File: src/rtl/timer_priority_queue_defines.svh
// Assertion macros for the timer priority queue.
// Included by the modules that carry concurrent checks; no other dependencies.
`ifndef TIMER_PRIORITY_QUEUE_DEFINES_SVH
`define TIMER_PRIORITY_QUEUE_DEFINES_SVH
`ifndef SYNTHESIS
`define TPQ_ASSERT_IMP(lbl, clk, rst_n, ante, cons) \
    lbl: assert property (@(posedge clk) disable iff (!rst_n) (ante) |-> (cons)) \
        else $error("timer queue check failed");
`define TPQ_ASSERT_NXT(lbl, clk, rst_n, ante, cons) \
    lbl: assert property (@(posedge clk) disable iff (!rst_n) (ante) |=> (cons)) \
        else $error("timer queue check failed");
`else
`define TPQ_ASSERT_IMP(lbl, clk, rst_n, ante, cons)
`define TPQ_ASSERT_NXT(lbl, clk, rst_n, ante, cons)
`endif
`endif

File: src/rtl/tpq_pkg.sv
// Package for the timer priority queue: sizes, request and result codes,
// and the structs passed between sequencer, slot store and adder. No dependencies.
`timescale 1ns / 1ps
`default_nettype none
package tpq_pkg;

    localparam int QUEUE_DEPTH = 16;
    localparam int IDX_W       = $clog2(QUEUE_DEPTH);
    localparam int CNT_W       = $clog2(QUEUE_DEPTH + 1);

    localparam int REQ_W  = 2;
    localparam int TIME_W = 32;
    localparam int ID_W   = 8;
    localparam int TMO_W  = 24;
    localparam int KIND_W = 3;
    localparam int WAIT_W = 31;

    localparam logic [IDX_W-1:0] IDX_LAST = IDX_W'(QUEUE_DEPTH - 1);

    localparam logic [REQ_W-1:0] REQ_ADD    = 2'd0;
    localparam logic [REQ_W-1:0] REQ_CANCEL = 2'd1;
    localparam logic [REQ_W-1:0] REQ_QUERY  = 2'd2;
    localparam logic [REQ_W-1:0] REQ_EXPIRE = 2'd3;

    localparam logic [KIND_W-1:0] KIND_ADDED     = 3'd0;
    localparam logic [KIND_W-1:0] KIND_FULL      = 3'd1;
    localparam logic [KIND_W-1:0] KIND_CANCELLED = 3'd2;
    localparam logic [KIND_W-1:0] KIND_WAIT      = 3'd3;
    localparam logic [KIND_W-1:0] KIND_EMPTY     = 3'd4;
    localparam logic [KIND_W-1:0] KIND_EXPIRED   = 3'd5;
    localparam logic [KIND_W-1:0] KIND_DONE      = 3'd6;

    localparam logic ALU_ADD = 1'b0;
    localparam logic ALU_SUB = 1'b1;

    typedef struct packed {
        logic              add;
        logic              cancel;
        logic              remove;
        logic [IDX_W-1:0]  idx;
        logic [IDX_W-1:0]  rank;
        logic [TIME_W-1:0] deadline;
        logic [ID_W-1:0]   owner;
        logic              notify;
    } t_store_cmd;

    typedef struct packed {
        logic              used;
        logic              cancelled;
        logic              notify;
        logic [IDX_W-1:0]  rank;
        logic [TIME_W-1:0] deadline;
        logic [ID_W-1:0]   owner;
    } t_slot_view;

    typedef struct packed {
        logic [TIME_W-1:0] res;
        logic              carry;
        logic              zero;
    } t_alu_res;

endpackage
`default_nettype wire

File: src/rtl/tpq_req_if.sv
// Request channel of the timer priority queue: valid/ready plus request fields.
// Depends on tpq_pkg.
`timescale 1ns / 1ps
`default_nettype none
interface tpq_req_if import tpq_pkg::*; ();
    logic              valid;
    logic              ready;
    logic [REQ_W-1:0]  req_type;
    logic [TIME_W-1:0] now_ms;
    logic [ID_W-1:0]   request_id;
    logic [TMO_W-1:0]  timeout_ms;
    logic              notify;

    modport source (output valid, req_type, now_ms, request_id, timeout_ms, notify,
                    input ready);
    modport sink   (input valid, req_type, now_ms, request_id, timeout_ms, notify,
                    output ready);
endinterface
`default_nettype wire

File: src/rtl/tpq_res_if.sv
// Result channel of the timer priority queue: valid/ready plus result fields.
// Depends on tpq_pkg.
`timescale 1ns / 1ps
`default_nettype none
interface tpq_res_if import tpq_pkg::*; ();
    logic              valid;
    logic              ready;
    logic [KIND_W-1:0] result_kind;
    logic [ID_W-1:0]   owner_id;
    logic [WAIT_W-1:0] wait_ms;
    logic              last;

    modport source (output valid, result_kind, owner_id, wait_ms, last, input ready);
    modport sink   (input valid, result_kind, owner_id, wait_ms, last, output ready);
endinterface
`default_nettype wire

File: src/rtl/timer_priority_queue.sv
// Timer queue ordered by deadline with lazy cancellation. Every request takes at
// least one scan of all QUEUE_DEPTH slots, one slot a cycle through a single shared
// 32-bit adder, then a decide state and an emit state that loads the result
// register. Each cancelled entry purged from the head adds another scan and
// decide; a sweep rescans after each entry removed (after emitting each reported
// expiry) and closes with a done item. The slot read port and the adder set the
// scan pace. A new request is taken once the last result is in the output
// register, and stalls on the result channel hold the sequencer in its emit state.
// Depends on tpq_pkg, tpq_req_if, tpq_res_if, tpq_alu, tpq_store and tpq_ctrl.
`timescale 1ns / 1ps
`default_nettype none
module timer_priority_queue import tpq_pkg::*; (
    input  wire logic i_clk,
    input  wire logic i_rst_n,
    tpq_req_if.sink   i_req,
    tpq_res_if.source o_res
);
    t_store_cmd        cmd;
    t_slot_view        view;
    t_alu_res          alu_res;
    logic [IDX_W-1:0]  rd_idx;
    logic [CNT_W-1:0]  count;
    logic              alu_op;
    logic [TIME_W-1:0] alu_a;
    logic [TIME_W-1:0] alu_b;

    tpq_ctrl u_ctrl (
        .i_clk    (i_clk),
        .i_rst_n  (i_rst_n),
        .i_req    (i_req),
        .o_res    (o_res),
        .i_view   (view),
        .i_count  (count),
        .i_alu    (alu_res),
        .o_cmd    (cmd),
        .o_rd_idx (rd_idx),
        .o_alu_op (alu_op),
        .o_alu_a  (alu_a),
        .o_alu_b  (alu_b)
    );

    tpq_store u_store (
        .i_clk    (i_clk),
        .i_rst_n  (i_rst_n),
        .i_cmd    (cmd),
        .i_rd_idx (rd_idx),
        .o_view   (view),
        .o_count  (count)
    );

    tpq_alu u_alu (
        .i_op  (alu_op),
        .i_a   (alu_a),
        .i_b   (alu_b),
        .o_res (alu_res)
    );
endmodule
`default_nettype wire

File: src/rtl/tpq_alu.sv
// Shared 32-bit add/subtract unit with carry-out (borrow on subtract) and zero flag.
// Depends on tpq_pkg.
`timescale 1ns / 1ps
`default_nettype none
module tpq_alu import tpq_pkg::*; (
    input  wire logic              i_op,
    input  wire logic [TIME_W-1:0] i_a,
    input  wire logic [TIME_W-1:0] i_b,
    output t_alu_res               o_res
);
    logic [TIME_W:0] sum;

    always_comb begin
        if (i_op == ALU_SUB) begin
            sum = {1'b0, i_a} - {1'b0, i_b};
        end else begin
            sum = {1'b0, i_a} + {1'b0, i_b};
        end
        o_res.res   = sum[TIME_W-1:0];
        o_res.carry = sum[TIME_W];
        o_res.zero  = (sum[TIME_W-1:0] == '0);
    end
endmodule
`default_nettype wire

File: src/rtl/tpq_store.sv
// Slot store: deadline and owner per slot, live/cancel/notify flags, insertion
// rank and fill count. Depends on tpq_pkg and the assertion macro header.
`timescale 1ns / 1ps
`default_nettype none
`include "timer_priority_queue_defines.svh"
module tpq_store import tpq_pkg::*; (
    input  wire logic             i_clk,
    input  wire logic             i_rst_n,
    input  wire t_store_cmd       i_cmd,
    input  wire logic [IDX_W-1:0] i_rd_idx,
    output t_slot_view            o_view,
    output logic [CNT_W-1:0]      o_count
);
    logic [TIME_W-1:0]      r_deadline [QUEUE_DEPTH];
    logic [ID_W-1:0]        r_owner    [QUEUE_DEPTH];
    logic [IDX_W-1:0]       r_rank     [QUEUE_DEPTH];
    logic [QUEUE_DEPTH-1:0] r_used;
    logic [QUEUE_DEPTH-1:0] r_cancelled;
    logic [QUEUE_DEPTH-1:0] r_notify;
    logic [CNT_W-1:0]       r_count;

    always_ff @(posedge i_clk) begin
        if (!i_rst_n) begin
            r_used      <= '0;
            r_cancelled <= '0;
            r_notify    <= '0;
            r_count     <= '0;
        end else if (i_cmd.add) begin
            r_used[i_cmd.idx]      <= 1'b1;
            r_cancelled[i_cmd.idx] <= 1'b0;
            r_notify[i_cmd.idx]    <= i_cmd.notify;
            r_count                <= r_count + 1'b1;
        end else if (i_cmd.cancel) begin
            r_cancelled[i_cmd.idx] <= 1'b1;
        end else if (i_cmd.remove) begin
            r_used[i_cmd.idx]      <= 1'b0;
            r_cancelled[i_cmd.idx] <= 1'b0;
            r_notify[i_cmd.idx]    <= 1'b0;
            r_count                <= r_count - 1'b1;
        end
    end

    // payload and ranks: only read for live slots
    always_ff @(posedge i_clk) begin
        if (i_cmd.add) begin
            r_deadline[i_cmd.idx] <= i_cmd.deadline;
            r_owner[i_cmd.idx]    <= i_cmd.owner;
            r_rank[i_cmd.idx]     <= r_count[IDX_W-1:0];
        end
        if (i_cmd.remove) begin
            for (int i = 0; i < QUEUE_DEPTH; i++) begin
                if (r_used[i] && (r_rank[i] > i_cmd.rank)) begin
                    r_rank[i] <= r_rank[i] - 1'b1;
                end
            end
        end
    end

    always_comb begin
        o_view.used      = r_used[i_rd_idx];
        o_view.cancelled = r_cancelled[i_rd_idx];
        o_view.notify    = r_notify[i_rd_idx];
        o_view.rank      = r_rank[i_rd_idx];
        o_view.deadline  = r_deadline[i_rd_idx];
        o_view.owner     = r_owner[i_rd_idx];
    end

    assign o_count = r_count;

    `TPQ_ASSERT_IMP(a_count_matches, i_clk, i_rst_n, 1'b1, r_count == CNT_W'($countones(r_used)))
    `TPQ_ASSERT_IMP(a_add_free, i_clk, i_rst_n, i_cmd.add, !r_used[i_cmd.idx] && (r_count < CNT_W'(QUEUE_DEPTH)))
    `TPQ_ASSERT_IMP(a_remove_live, i_clk, i_rst_n, i_cmd.remove, r_used[i_cmd.idx] && (r_rank[i_cmd.idx] == i_cmd.rank))
endmodule
`default_nettype wire

File: src/rtl/tpq_ctrl.sv
// Sequencer: scans the slots one a cycle through the shared adder, decides per
// request, drives the slot store and the result register. Depends on tpq_pkg,
// the channel interfaces and the assertion macro header.
`timescale 1ns / 1ps
`default_nettype none
`include "timer_priority_queue_defines.svh"
module tpq_ctrl import tpq_pkg::*; (
    input  wire logic             i_clk,
    input  wire logic             i_rst_n,
    tpq_req_if.sink               i_req,
    tpq_res_if.source             o_res,
    input  wire t_slot_view       i_view,
    input  wire logic [CNT_W-1:0] i_count,
    input  wire t_alu_res         i_alu,
    output t_store_cmd            o_cmd,
    output logic [IDX_W-1:0]      o_rd_idx,
    output logic                  o_alu_op,
    output logic [TIME_W-1:0]     o_alu_a,
    output logic [TIME_W-1:0]     o_alu_b
);
    localparam logic [1:0] ST_IDLE   = 2'd0;
    localparam logic [1:0] ST_SCAN   = 2'd1;
    localparam logic [1:0] ST_DECIDE = 2'd2;
    localparam logic [1:0] ST_EMIT   = 2'd3;

    logic [1:0]        r_state, n_state;
    logic [IDX_W-1:0]  r_idx, n_idx;
    logic              r_found, n_found;
    logic [IDX_W-1:0]  r_best_idx, n_best_idx;
    logic [IDX_W-1:0]  r_best_rank, n_best_rank;
    logic [TIME_W-1:0] r_best_dl, n_best_dl;

    logic [REQ_W-1:0]  r_req, n_req;
    logic [TIME_W-1:0] r_now, n_now;
    logic [ID_W-1:0]   r_id, n_id;
    logic [TMO_W-1:0]  r_tmo, n_tmo;
    logic              r_ntf, n_ntf;

    logic [KIND_W-1:0] r_pend_kind, n_pend_kind;
    logic [ID_W-1:0]   r_pend_owner, n_pend_owner;
    logic [WAIT_W-1:0] r_pend_wait, n_pend_wait;
    logic              r_pend_last, n_pend_last;

    logic              r_out_valid, n_out_valid;
    logic [KIND_W-1:0] r_out_kind, n_out_kind;
    logic [ID_W-1:0]   r_out_owner, n_out_owner;
    logic [WAIT_W-1:0] r_out_wait, n_out_wait;
    logic              r_out_last, n_out_last;

    logic take;
    logic due;

    assign i_req.ready       = (r_state == ST_IDLE);
    assign o_res.valid       = r_out_valid;
    assign o_res.result_kind = r_out_kind;
    assign o_res.owner_id    = r_out_owner;
    assign o_res.wait_ms     = r_out_wait;
    assign o_res.last        = r_out_last;

    assign due = i_alu.carry | i_alu.zero;

    always_comb begin
        n_state      = r_state;
        n_idx        = r_idx;
        n_found      = r_found;
        n_best_idx   = r_best_idx;
        n_best_rank  = r_best_rank;
        n_best_dl    = r_best_dl;
        n_req        = r_req;
        n_now        = r_now;
        n_id         = r_id;
        n_tmo        = r_tmo;
        n_ntf        = r_ntf;
        n_pend_kind  = r_pend_kind;
        n_pend_owner = r_pend_owner;
        n_pend_wait  = r_pend_wait;
        n_pend_last  = r_pend_last;
        n_out_valid  = r_out_valid && !o_res.ready;
        n_out_kind   = r_out_kind;
        n_out_owner  = r_out_owner;
        n_out_wait   = r_out_wait;
        n_out_last   = r_out_last;
        o_cmd        = '0;
        o_cmd.idx    = r_best_idx;
        o_cmd.rank   = r_best_rank;
        o_cmd.owner  = r_id;
        o_cmd.notify = r_ntf;
        o_rd_idx     = r_best_idx;
        o_alu_op     = ALU_SUB;
        o_alu_a      = i_view.deadline;
        o_alu_b      = r_now;
        take         = 1'b0;

        case (r_state)
            ST_IDLE: begin
                if (i_req.valid) begin
                    n_req   = i_req.req_type;
                    n_now   = i_req.now_ms;
                    n_id    = i_req.request_id;
                    n_tmo   = i_req.timeout_ms;
                    n_ntf   = i_req.notify;
                    n_idx   = '0;
                    n_found = 1'b0;
                    n_state = ST_SCAN;
                end
            end
            ST_SCAN: begin
                o_rd_idx = r_idx;
                o_alu_b  = r_best_dl;
                case (r_req)
                    REQ_ADD: begin
                        take = !i_view.used && !r_found;
                    end
                    REQ_CANCEL: begin
                        take = i_view.used && !i_view.cancelled && (i_view.owner == r_id)
                               && (!r_found || (i_view.rank > r_best_rank));
                    end
                    default: begin
                        take = i_view.used && (!r_found || i_alu.carry
                               || (i_alu.zero && (i_view.rank < r_best_rank)));
                    end
                endcase
                if (take) begin
                    n_found     = 1'b1;
                    n_best_idx  = r_idx;
                    n_best_rank = i_view.rank;
                    n_best_dl   = i_view.deadline;
                end
                if (r_idx == IDX_LAST) begin
                    n_state = ST_DECIDE;
                end else begin
                    n_idx = r_idx + 1'b1;
                end
            end
            ST_DECIDE: begin
                n_pend_owner = r_id;
                n_pend_wait  = '0;
                n_pend_last  = 1'b1;
                n_state      = ST_EMIT;
                case (r_req)
                    REQ_ADD: begin
                        o_alu_op = ALU_ADD;
                        o_alu_a  = r_now;
                        o_alu_b  = TIME_W'(r_tmo);
                        if (!r_found || (i_count >= CNT_W'(QUEUE_DEPTH))) begin
                            n_pend_kind = KIND_FULL;
                        end else begin
                            o_cmd.add      = 1'b1;
                            o_cmd.deadline = i_alu.carry ? '1 : i_alu.res;
                            n_pend_kind    = KIND_ADDED;
                        end
                    end
                    REQ_CANCEL: begin
                        o_cmd.cancel = r_found;
                        n_pend_kind  = KIND_CANCELLED;
                    end
                    REQ_QUERY: begin
                        if (!r_found) begin
                            n_pend_kind  = KIND_EMPTY;
                            n_pend_owner = '0;
                        end else if (i_view.cancelled) begin
                            o_cmd.remove = 1'b1;
                            n_idx        = '0;
                            n_found      = 1'b0;
                            n_state      = ST_SCAN;
                        end else begin
                            n_pend_kind  = KIND_WAIT;
                            n_pend_owner = i_view.owner;
                            if (due) begin
                                n_pend_wait = '0;
                            end else if (i_alu.res[TIME_W-1]) begin
                                n_pend_wait = '1;
                            end else begin
                                n_pend_wait = i_alu.res[WAIT_W-1:0];
                            end
                        end
                    end
                    default: begin
                        n_pend_kind  = KIND_DONE;
                        n_pend_owner = '0;
                        if (r_found && (i_view.cancelled || due)) begin
                            o_cmd.remove = 1'b1;
                            n_idx        = '0;
                            n_found      = 1'b0;
                            if (!i_view.cancelled && i_view.notify) begin
                                n_pend_kind  = KIND_EXPIRED;
                                n_pend_owner = i_view.owner;
                                n_pend_last  = 1'b0;
                            end else begin
                                n_state = ST_SCAN;
                            end
                        end
                    end
                endcase
            end
            ST_EMIT: begin
                if (!r_out_valid || o_res.ready) begin
                    n_out_valid = 1'b1;
                    n_out_kind  = r_pend_kind;
                    n_out_owner = r_pend_owner;
                    n_out_wait  = r_pend_wait;
                    n_out_last  = r_pend_last;
                    if (r_pend_last) begin
                        n_state = ST_IDLE;
                    end else begin
                        n_idx   = '0;
                        n_found = 1'b0;
                        n_state = ST_SCAN;
                    end
                end
            end
            default: begin
                n_state = ST_IDLE;
            end
        endcase
    end

    always_ff @(posedge i_clk) begin
        if (!i_rst_n) begin
            r_state     <= ST_IDLE;
            r_idx       <= '0;
            r_found     <= 1'b0;
            r_out_valid <= 1'b0;
        end else begin
            r_state     <= n_state;
            r_idx       <= n_idx;
            r_found     <= n_found;
            r_out_valid <= n_out_valid;
        end
    end

    always_ff @(posedge i_clk) begin
        r_best_idx   <= n_best_idx;
        r_best_rank  <= n_best_rank;
        r_best_dl    <= n_best_dl;
        r_req        <= n_req;
        r_now        <= n_now;
        r_id         <= n_id;
        r_tmo        <= n_tmo;
        r_ntf        <= n_ntf;
        r_pend_kind  <= n_pend_kind;
        r_pend_owner <= n_pend_owner;
        r_pend_wait  <= n_pend_wait;
        r_pend_last  <= n_pend_last;
        r_out_kind   <= n_out_kind;
        r_out_owner  <= n_out_owner;
        r_out_wait   <= n_out_wait;
        r_out_last   <= n_out_last;
    end

    `TPQ_ASSERT_NXT(a_scan_steps, i_clk, i_rst_n, (r_state == ST_SCAN) && (r_idx != IDX_LAST), (r_state == ST_SCAN) && (r_idx == $past(r_idx) + 1'b1))
    `TPQ_ASSERT_IMP(a_cancel_target, i_clk, i_rst_n, (r_state == ST_DECIDE) && (r_req == REQ_CANCEL) && r_found, i_view.used && !i_view.cancelled && (i_view.owner == r_id))
    `TPQ_ASSERT_IMP(a_expired_not_last, i_clk, i_rst_n, r_out_valid && (r_out_kind == KIND_EXPIRED), !r_out_last)
endmodule
`default_nettype wire

File: src/flat_wrapper.sv
// flat-port wrapper written by rule: the top's interface ports become plain ports
module timer_priority_queue_flat import tpq_pkg::*;
  (i_clk, i_rst_n, i_req_valid, i_req_req_type, i_req_now_ms, i_req_request_id, i_req_timeout_ms, i_req_notify, i_req_ready, o_res_valid, o_res_result_kind, o_res_owner_id, o_res_wait_ms, o_res_last, o_res_ready);
  tpq_req_if i_req_i ();
  tpq_res_if o_res_i ();
  input  wire logic i_clk;
  input  wire logic i_rst_n;
  input wire logic [$bits(i_req_i.valid)-1:0] i_req_valid;
  input wire logic [$bits(i_req_i.req_type)-1:0] i_req_req_type;
  input wire logic [$bits(i_req_i.now_ms)-1:0] i_req_now_ms;
  input wire logic [$bits(i_req_i.request_id)-1:0] i_req_request_id;
  input wire logic [$bits(i_req_i.timeout_ms)-1:0] i_req_timeout_ms;
  input wire logic [$bits(i_req_i.notify)-1:0] i_req_notify;
  output wire logic [$bits(i_req_i.ready)-1:0] i_req_ready;
  output wire logic [$bits(o_res_i.valid)-1:0] o_res_valid;
  output wire logic [$bits(o_res_i.result_kind)-1:0] o_res_result_kind;
  output wire logic [$bits(o_res_i.owner_id)-1:0] o_res_owner_id;
  output wire logic [$bits(o_res_i.wait_ms)-1:0] o_res_wait_ms;
  output wire logic [$bits(o_res_i.last)-1:0] o_res_last;
  input wire logic [$bits(o_res_i.ready)-1:0] o_res_ready;
  assign i_req_i.valid = i_req_valid;
  assign i_req_i.req_type = i_req_req_type;
  assign i_req_i.now_ms = i_req_now_ms;
  assign i_req_i.request_id = i_req_request_id;
  assign i_req_i.timeout_ms = i_req_timeout_ms;
  assign i_req_i.notify = i_req_notify;
  assign i_req_ready = i_req_i.ready;
  assign o_res_valid = o_res_i.valid;
  assign o_res_result_kind = o_res_i.result_kind;
  assign o_res_owner_id = o_res_i.owner_id;
  assign o_res_wait_ms = o_res_i.wait_ms;
  assign o_res_last = o_res_i.last;
  assign o_res_i.ready = o_res_ready;
  timer_priority_queue u_core (.i_clk(i_clk), .i_rst_n(i_rst_n), .i_req(i_req_i), .o_res(o_res_i));
endmodule
File: config.mk
export PLATFORM = sky130hd
export DESIGN_NAME = timer_priority_queue_flat
export DESIGN_NICKNAME = d
export VERILOG_FILES = /design/src/rtl/tpq_pkg.sv /design/src/rtl/tpq_req_if.sv /design/src/rtl/tpq_res_if.sv /design/src/rtl/timer_priority_queue.sv /design/src/rtl/tpq_alu.sv /design/src/rtl/tpq_store.sv /design/src/rtl/tpq_ctrl.sv /design/src/flat_wrapper.sv
export VERILOG_INCLUDE_DIRS = /design/src /design/src/rtl
export SDC_FILE = /design/constraint.sdc
export NUM_CORES = 2
export LEC_CHECK = 0
export BUFFER_PORTS_ARGS = -buffer_cell sky130_fd_sc_hd__buf_4
export CAP_MARGIN = 15
export CORE_UTILIZATION = 65
export CTS_BUF_LIST = sky130_fd_sc_hd__clkbuf_4
export DETAILED_ROUTE_END_ITERATION = 12
export GPL_TIMING_DRIVEN = 0
export PLACE_DENSITY = 0.84
export SYNTH_ARGS = -nofsm -noshare
export SYNTH_HDL_FRONTEND = slang
export SYNTH_SLANG_ARGS = --single-unit
File: constraint.sdc
create_clock -name i_clk -period 10 [get_ports i_clk]
set_input_delay 1.5 -clock i_clk [delete_from_list [all_inputs] [get_ports i_clk]]
set_output_delay 1.5 -clock i_clk [all_outputs]
set_load 0.02 [all_outputs]
# After elaboration in Yosys (flattened, before gate mapping)
# Memories as Yosys holds them, arrays and structs flattened.
# Cells that the tools add are included.
# word_totals
register_bits	254
ramBits	704
inputBits	71
out_inout_bits	45
wordCells	292
n_memories	3
# op_classes
n_addsub	21
n_lt_le_gt_ge	22
n_eq_ne	19
n_mux	139
bitwise	10
n_reduce_logical	54
# mem_list
name	words	word_bits	rd	rd_ports_with_merged_regs	write_ports	line	text
u_core.u_store.r_deadline	16	32	1	0	1	tpq_store.sv:14	logic [TIME_W-1:0] r_deadline [QUEUE_DEPTH];
u_core.u_store.r_owner	16	8	1	0	1	tpq_store.sv:15	logic [ID_W-1:0] r_owner [QUEUE_DEPTH];
u_core.u_store.r_rank	16	4	17	0	16	tpq_store.sv:16	logic [IDX_W-1:0] r_rank [QUEUE_DEPTH];
# op_table
operator	n
2-to-1 mux 32 bit	7
2-to-1 mux 16 bit	9
2-to-1 mux 1 bit	76
> comparator 4 bit	17
one-hot mux 32 bit (2 select lines)	1
subtractor 4 x 1 -> 4 bit, second input constant	16
AND 16 bit	3
2-to-1 mux 4 bit	10
adder 32 x 32 -> 33 bit	1
2-to-1 mux 33 bit	1
subtractor 32 x 32 -> 33 bit	1
zero test 32 bit	1
2-to-1 mux 8 bit	4
OR 16 bit	2
2-to-1 mux 31 bit	1
logical AND 1 bit	26
2-to-1 mux 2 bit	9
bitwise mux 16 bit	1
NOT 16 bit	1
one-hot mux 4 bit (4 select lines)	1
one-hot mux 8 bit (2 select lines)	1
2-to-1 mux 5 bit	3
binary-select mux 1 bit (select 4 bit)	3
!= test 2 bit, second input constant	6
other kinds (34)	64

# Longest topological paths before layout
# An unclocked memory read counts as a cell.
# logic_depth
depth_word	18
ltp_mapped	30
depth_no_buf	25

# By module
# From an unflattened synthesis, not the netlist that was laid out.
# unflattened
hier_cells	2712
area_unflattened_um2	42704.7
# modules_own_cells
module	instances	cells_each	area_per_inst_um2
tpq_store	1	1756	31920.6
tpq_ctrl	1	584	8260.4
tpq_alu	1	372	2523.7

# Worst setup path before layout
# Ideal clock, no wire load.
# synth_path
path_kind	reg-to-reg
from	register u_core.u_ctrl.r_state[1]
to	register u_core.u_ctrl.r_best_dl[0], enable pin
arrival_time_ns	7.915
required_time_ns	9.562
setup_slack_ns	1.648
path_stages_with_launch	29
path_buffers	6
synth_period_minus_slack_ns	8.352
path_cell_list	dfxtp_1 > inv_1 > ha_1 > buf_2 > mux2i_1 > buf_2 > buf_2 > buf_2 > buf_2 > buf_1 > mux4_2 > nand2_1 > and3_1 > a31oi_1 > mux2i_1 > ha_1 > inv_1 > fa_1 > a21o_1 > a221o_1 > a221oi_4 > o21bai_1 > xnor2_1 > nand4_1 > nor4b_2 > nand2_1 > o2bb2ai_1 > nor2_1 > nor2_1
# synth_rtl
element	line	text
start: declaration	tpq_ctrl.sv:26	logic [1:0] r_state, n_state;
start signal: assignment	tpq_ctrl.sv:225	r_state <= n_state;
end signal: assignment	tpq_ctrl.sv:235	r_best_dl <= n_best_dl;
end: declaration	tpq_ctrl.sv:31	logic [TIME_W-1:0] r_best_dl, n_best_dl;

==> results.cfg <==
[outcome]
status = finished clean

[routing]
via_count = 30456
post-route-drc-count = 0
dr.pass1.iters = 11
ant_nets = 0
drtIter0Drc = 4259
drt_wl_total_um = 127000
via_per_inst = 6.86
wl_per_cell_um = 28.6

[clock_tree]
cts_hold_buf = 0
root_buffer = clkbuf_4
worstSkewPairLatency_ns = 1.18
cts.htree.levels = 4
cts_buffer_depth = 3
cts.sinks = 958
cts_buffers = 225
clkTransAtPathRegs_ns = 0.06
cts_tree = built

[logic_synthesis]
synth_area_leaders = edfxtp_1, mux4_2, ha_1
ys_ff_latch = 958
synth_top_cell_by_area = edfxtp_1
synth_warnings = 0
synth_cells = 2998
synth_top_area_frac = 0.611
seq_area_frac_synth = 0.639
syn_nets = 3196
ys.flop_type = edfxtp_1
ys_async_sr_fraction = 0
synth_cell_type_count = 90
syn_avg_cell_area_um2 = 14.7
synthTopCellsByCount = edfxtp_1, nand2_1, mux4_2
synth.most_common_cell = edfxtp_1
synth_edf_count = 897
synth.cell_area_mm2 = 0.0441

[setup_path]
crit_type = flip-flop to flip-flop
slowest_stage = a2111oi_1
worst_ep_required_time_ns = 10.74
cp-start-kind = flip-flop
endpoint_kind = flip-flop
path_delay_family = buffers and inverters
ff2ff_path_depth = 26
crit_fanout = 10
critical_path_arrival_ns = 10.58
crit_cells = 26
cpPeakStageDelay_ns = 0.61
worst-path-buf-inv = 8

[timing]
setup_viol = 0
worst_slack_ns = 0.157
relSlewSlack = 0.148
tightest_slew_ns = 1.28
hold_ws_ns = 0.403
final.period_utilization = 0.984
period_minus_slack_ns = 9.84
slew_violations = 0
finalHoldViolCount = 0
clock.fmax_mhz = 102
fin_worst_skew_ns = 0.125
tns_ns = 0

[run]
maxCapViolCount = 0

[placed_design]
dp_hpwl_um = 88800
io_buffer_count = 115
gp_congestion = 0.978
dp_slack_ns = -1.36

[pwr]
p_leak_nw = 16.8
power_mw = 13.8
powerDensity_mw_per_mm2 = 276
ir_worst_vdd_uv = 187

[die]
fp.coreArea_mm2 = 0.0672
rows = 95
io_pins = 116
die-area_mm2 = 0.0689
die_height_um = 262
initial_core_util = 0.657
fp.dieW_um = 262

[global_routing]
grt_usage = 0.368
grt_start_max_net_pins = 55
grt-ovfl-total = 0
grt_pass1_vias = 30580
antenna_found_initial = 2
grt_pass1_wl_um = 186000

[cells_and_area]
drive_gt1_frac = 0.240
fin_util = 0.745
layout.nets = 3589
syn2layout_area_growth_pct = 13.5

[hold_path]
hp-class = flip-flop to flip-flop
hold_depth = 0
-- cells in the final DEF (no fill, tap or decap), types with 17 or more instances in the layout --
cell | Yosys | routed
mux4_2 | 170 | 170
clkbuf_4 | 0 | 344
buf_4 | 1 | 146
inv_1 | 64 | 64
a211oi_1 | 25 | 24
clkbuf_1 | 102 | 96
clkinv_1 | 1 | 46
ha_1 | 125 | 123
mux2_4 | 32 | 32
nor3_1 | 43 | 43
buf_2 | 27 | 23
o211ai_1 | 18 | 18
a21oi_1 | 155 | 154
xor2_1 | 61 | 57
nand3_1 | 31 | 31
and3_1 | 54 | 54
and2_1 | 23 | 22
buf_1 | 27 | 19
o21ai_0 | 109 | 105
xnor2_1 | 26 | 21
nor2_1 | 104 | 87
nand4_1 | 33 | 33
buf_12 | 0 | 20
mux2i_1 | 67 | 66
a31oi_1 | 66 | 63
a21o_1 | 17 | 17
dfxtp_1 | 61 | 61
nand2_1 | 362 | 362
nor2_4 | 0 | 17
edfxtp_1 | 897 | 897
nor2b_1 | 34 | 33
o21a_1 | 48 | 48
-- worst paths after layout --
kind                                  from                              end  slack, ns
max               u_core.u_ctrl.r_state[1]     u_core.u_store.r_rank[13][2]       0.16
min          u_core.u_ctrl.r_pend_owner[7]  u_core.u_ctrl.o_res.owner_id[7]       0.40
max reg2reg       u_core.u_ctrl.r_state[1]     u_core.u_store.r_rank[13][2]       0.16
min reg2reg  u_core.u_ctrl.r_pend_owner[7]  u_core.u_ctrl.o_res.owner_id[7]       0.40
-- what timing repair did --
action | 4_1_cts | 5_1_grt
pin swaps | 2 | 1
hold endpoints to repair | 0 | 0
setup endpoints to repair | 781 | 229
gates cloned | 0 | 0
buffers inserted | 2 | 3
gates resized for setup | 37 | 26
-- worst reg2reg max path, stage by stage, from the launching register on --
cell and delay [ns]:
dfxtp_1 0.42, inv_1 0.10, ha_2 0.28, mux2_2 0.30, clkbuf_1 0.47, clkbuf_1 0.51, buf_2 0.39, clkbuf_1 0.56
clkbuf_2 0.45, buf_1 0.59, nand2_1 0.14, a31oi_1 0.39, nand2_1 0.12, nand2_1 0.13, ha_1 0.34, a21oi_1 0.34
o21ai_0 0.26, a2111oi_1 0.61, a31oi_2 0.29, xnor2_2 0.46, nand4_1 0.23, nor4b_4 0.48, nand3_2 0.24, a2111oi_4 0.54
buf_8 0.29, o2111ai_4 0.23, o21ai_0 0.30
-- cell families (layout without fill, tap and decap cells) --
kind of cell | Yosys count | in the layout | synth area share
flip-flops | 958 | 958 | 0.639
XOR/XNOR | 88 | 88 | 0.0177
other | 0 | 4 | 0
buffers and inverters | 227 | 794 | 0.0210
multiplexers | 273 | 273 | 0.114
AO/OA/AOI/OAI | 584 | 584 | 0.0942
adder cells (fa/ha/maj) | 127 | 127 | 0.0364
AND/OR/NAND/NOR | 741 | 741 | 0.0783
-- cell type report --
class / count / area [um^2]
sequential: 958 / 28200
tap: 873 / 1090
clock buffer: 338 / 2540
timing repair buffer: 167 / 1530
antenna: 4 / 10.0
inverter: 65 / 244
multi-input combinational: 1813 / 15300
buffer: 161 / 736
fill: 4020 / 17100
clock inverter: 63 / 429
-- per-layer routing --
| metal | wire length, um | up-vias | global-route usage |
|---|---|---|---|
| li1 | - | 12708 | - |
| met1 | 45700 | 14804 | 0.488 |
| met2 | 58100 | 2448 | 0.560 |
| met3 | 17400 | 494 | 0.111 |
| met4 | 5760 | 2 | 0.181 |
| met5 | 16 | - | 0 |
-- state kept, by name (all words and copies together), names as in the netlist, 2 cells and up, named ones only --
register / flops
u_core.u_store.r_deadline: 512
u_core.u_store.r_owner: 128
u_core.u_store.r_rank: 64
u_core.u_ctrl.r_best_dl: 32
u_core.u_ctrl.r_now: 32
u_core.u_ctrl.o_res.wait_ms: 31
u_core.u_ctrl.r_pend_wait: 31
u_core.u_ctrl.r_tmo: 24
u_core.u_store.r_notify: 16
u_core.u_ctrl.o_res.owner_id: 8
u_core.u_ctrl.r_id: 8
u_core.u_ctrl.r_pend_owner: 8
u_core.u_store.o_count: 5
u_core.u_ctrl.r_best_idx: 4
u_core.u_ctrl.r_best_rank: 4
u_core.u_ctrl.r_idx: 4
u_core.u_ctrl.o_res.result_kind: 3
u_core.u_ctrl.r_pend_kind: 3
u_core.u_ctrl.r_req: 2
u_core.u_ctrl.r_state: 2
-- where the power goes --
part / switching (mW) / internal (mW)
Sequential: 0.131 / 4.58
Clock: 1.58 / 1.64
Combinational: 4.00 / 1.86
-- through the flow --
step / instances / area [um^2]
after floorplan: 2998 / 44100
after global placement: 3986 / 46000
after detailed placement: 4009 / 46600
after CTS: 4411 / 49800
after global routing: 4439 / 50000
final: 4442 / 50000
Power figures use the tool's default switching activity.
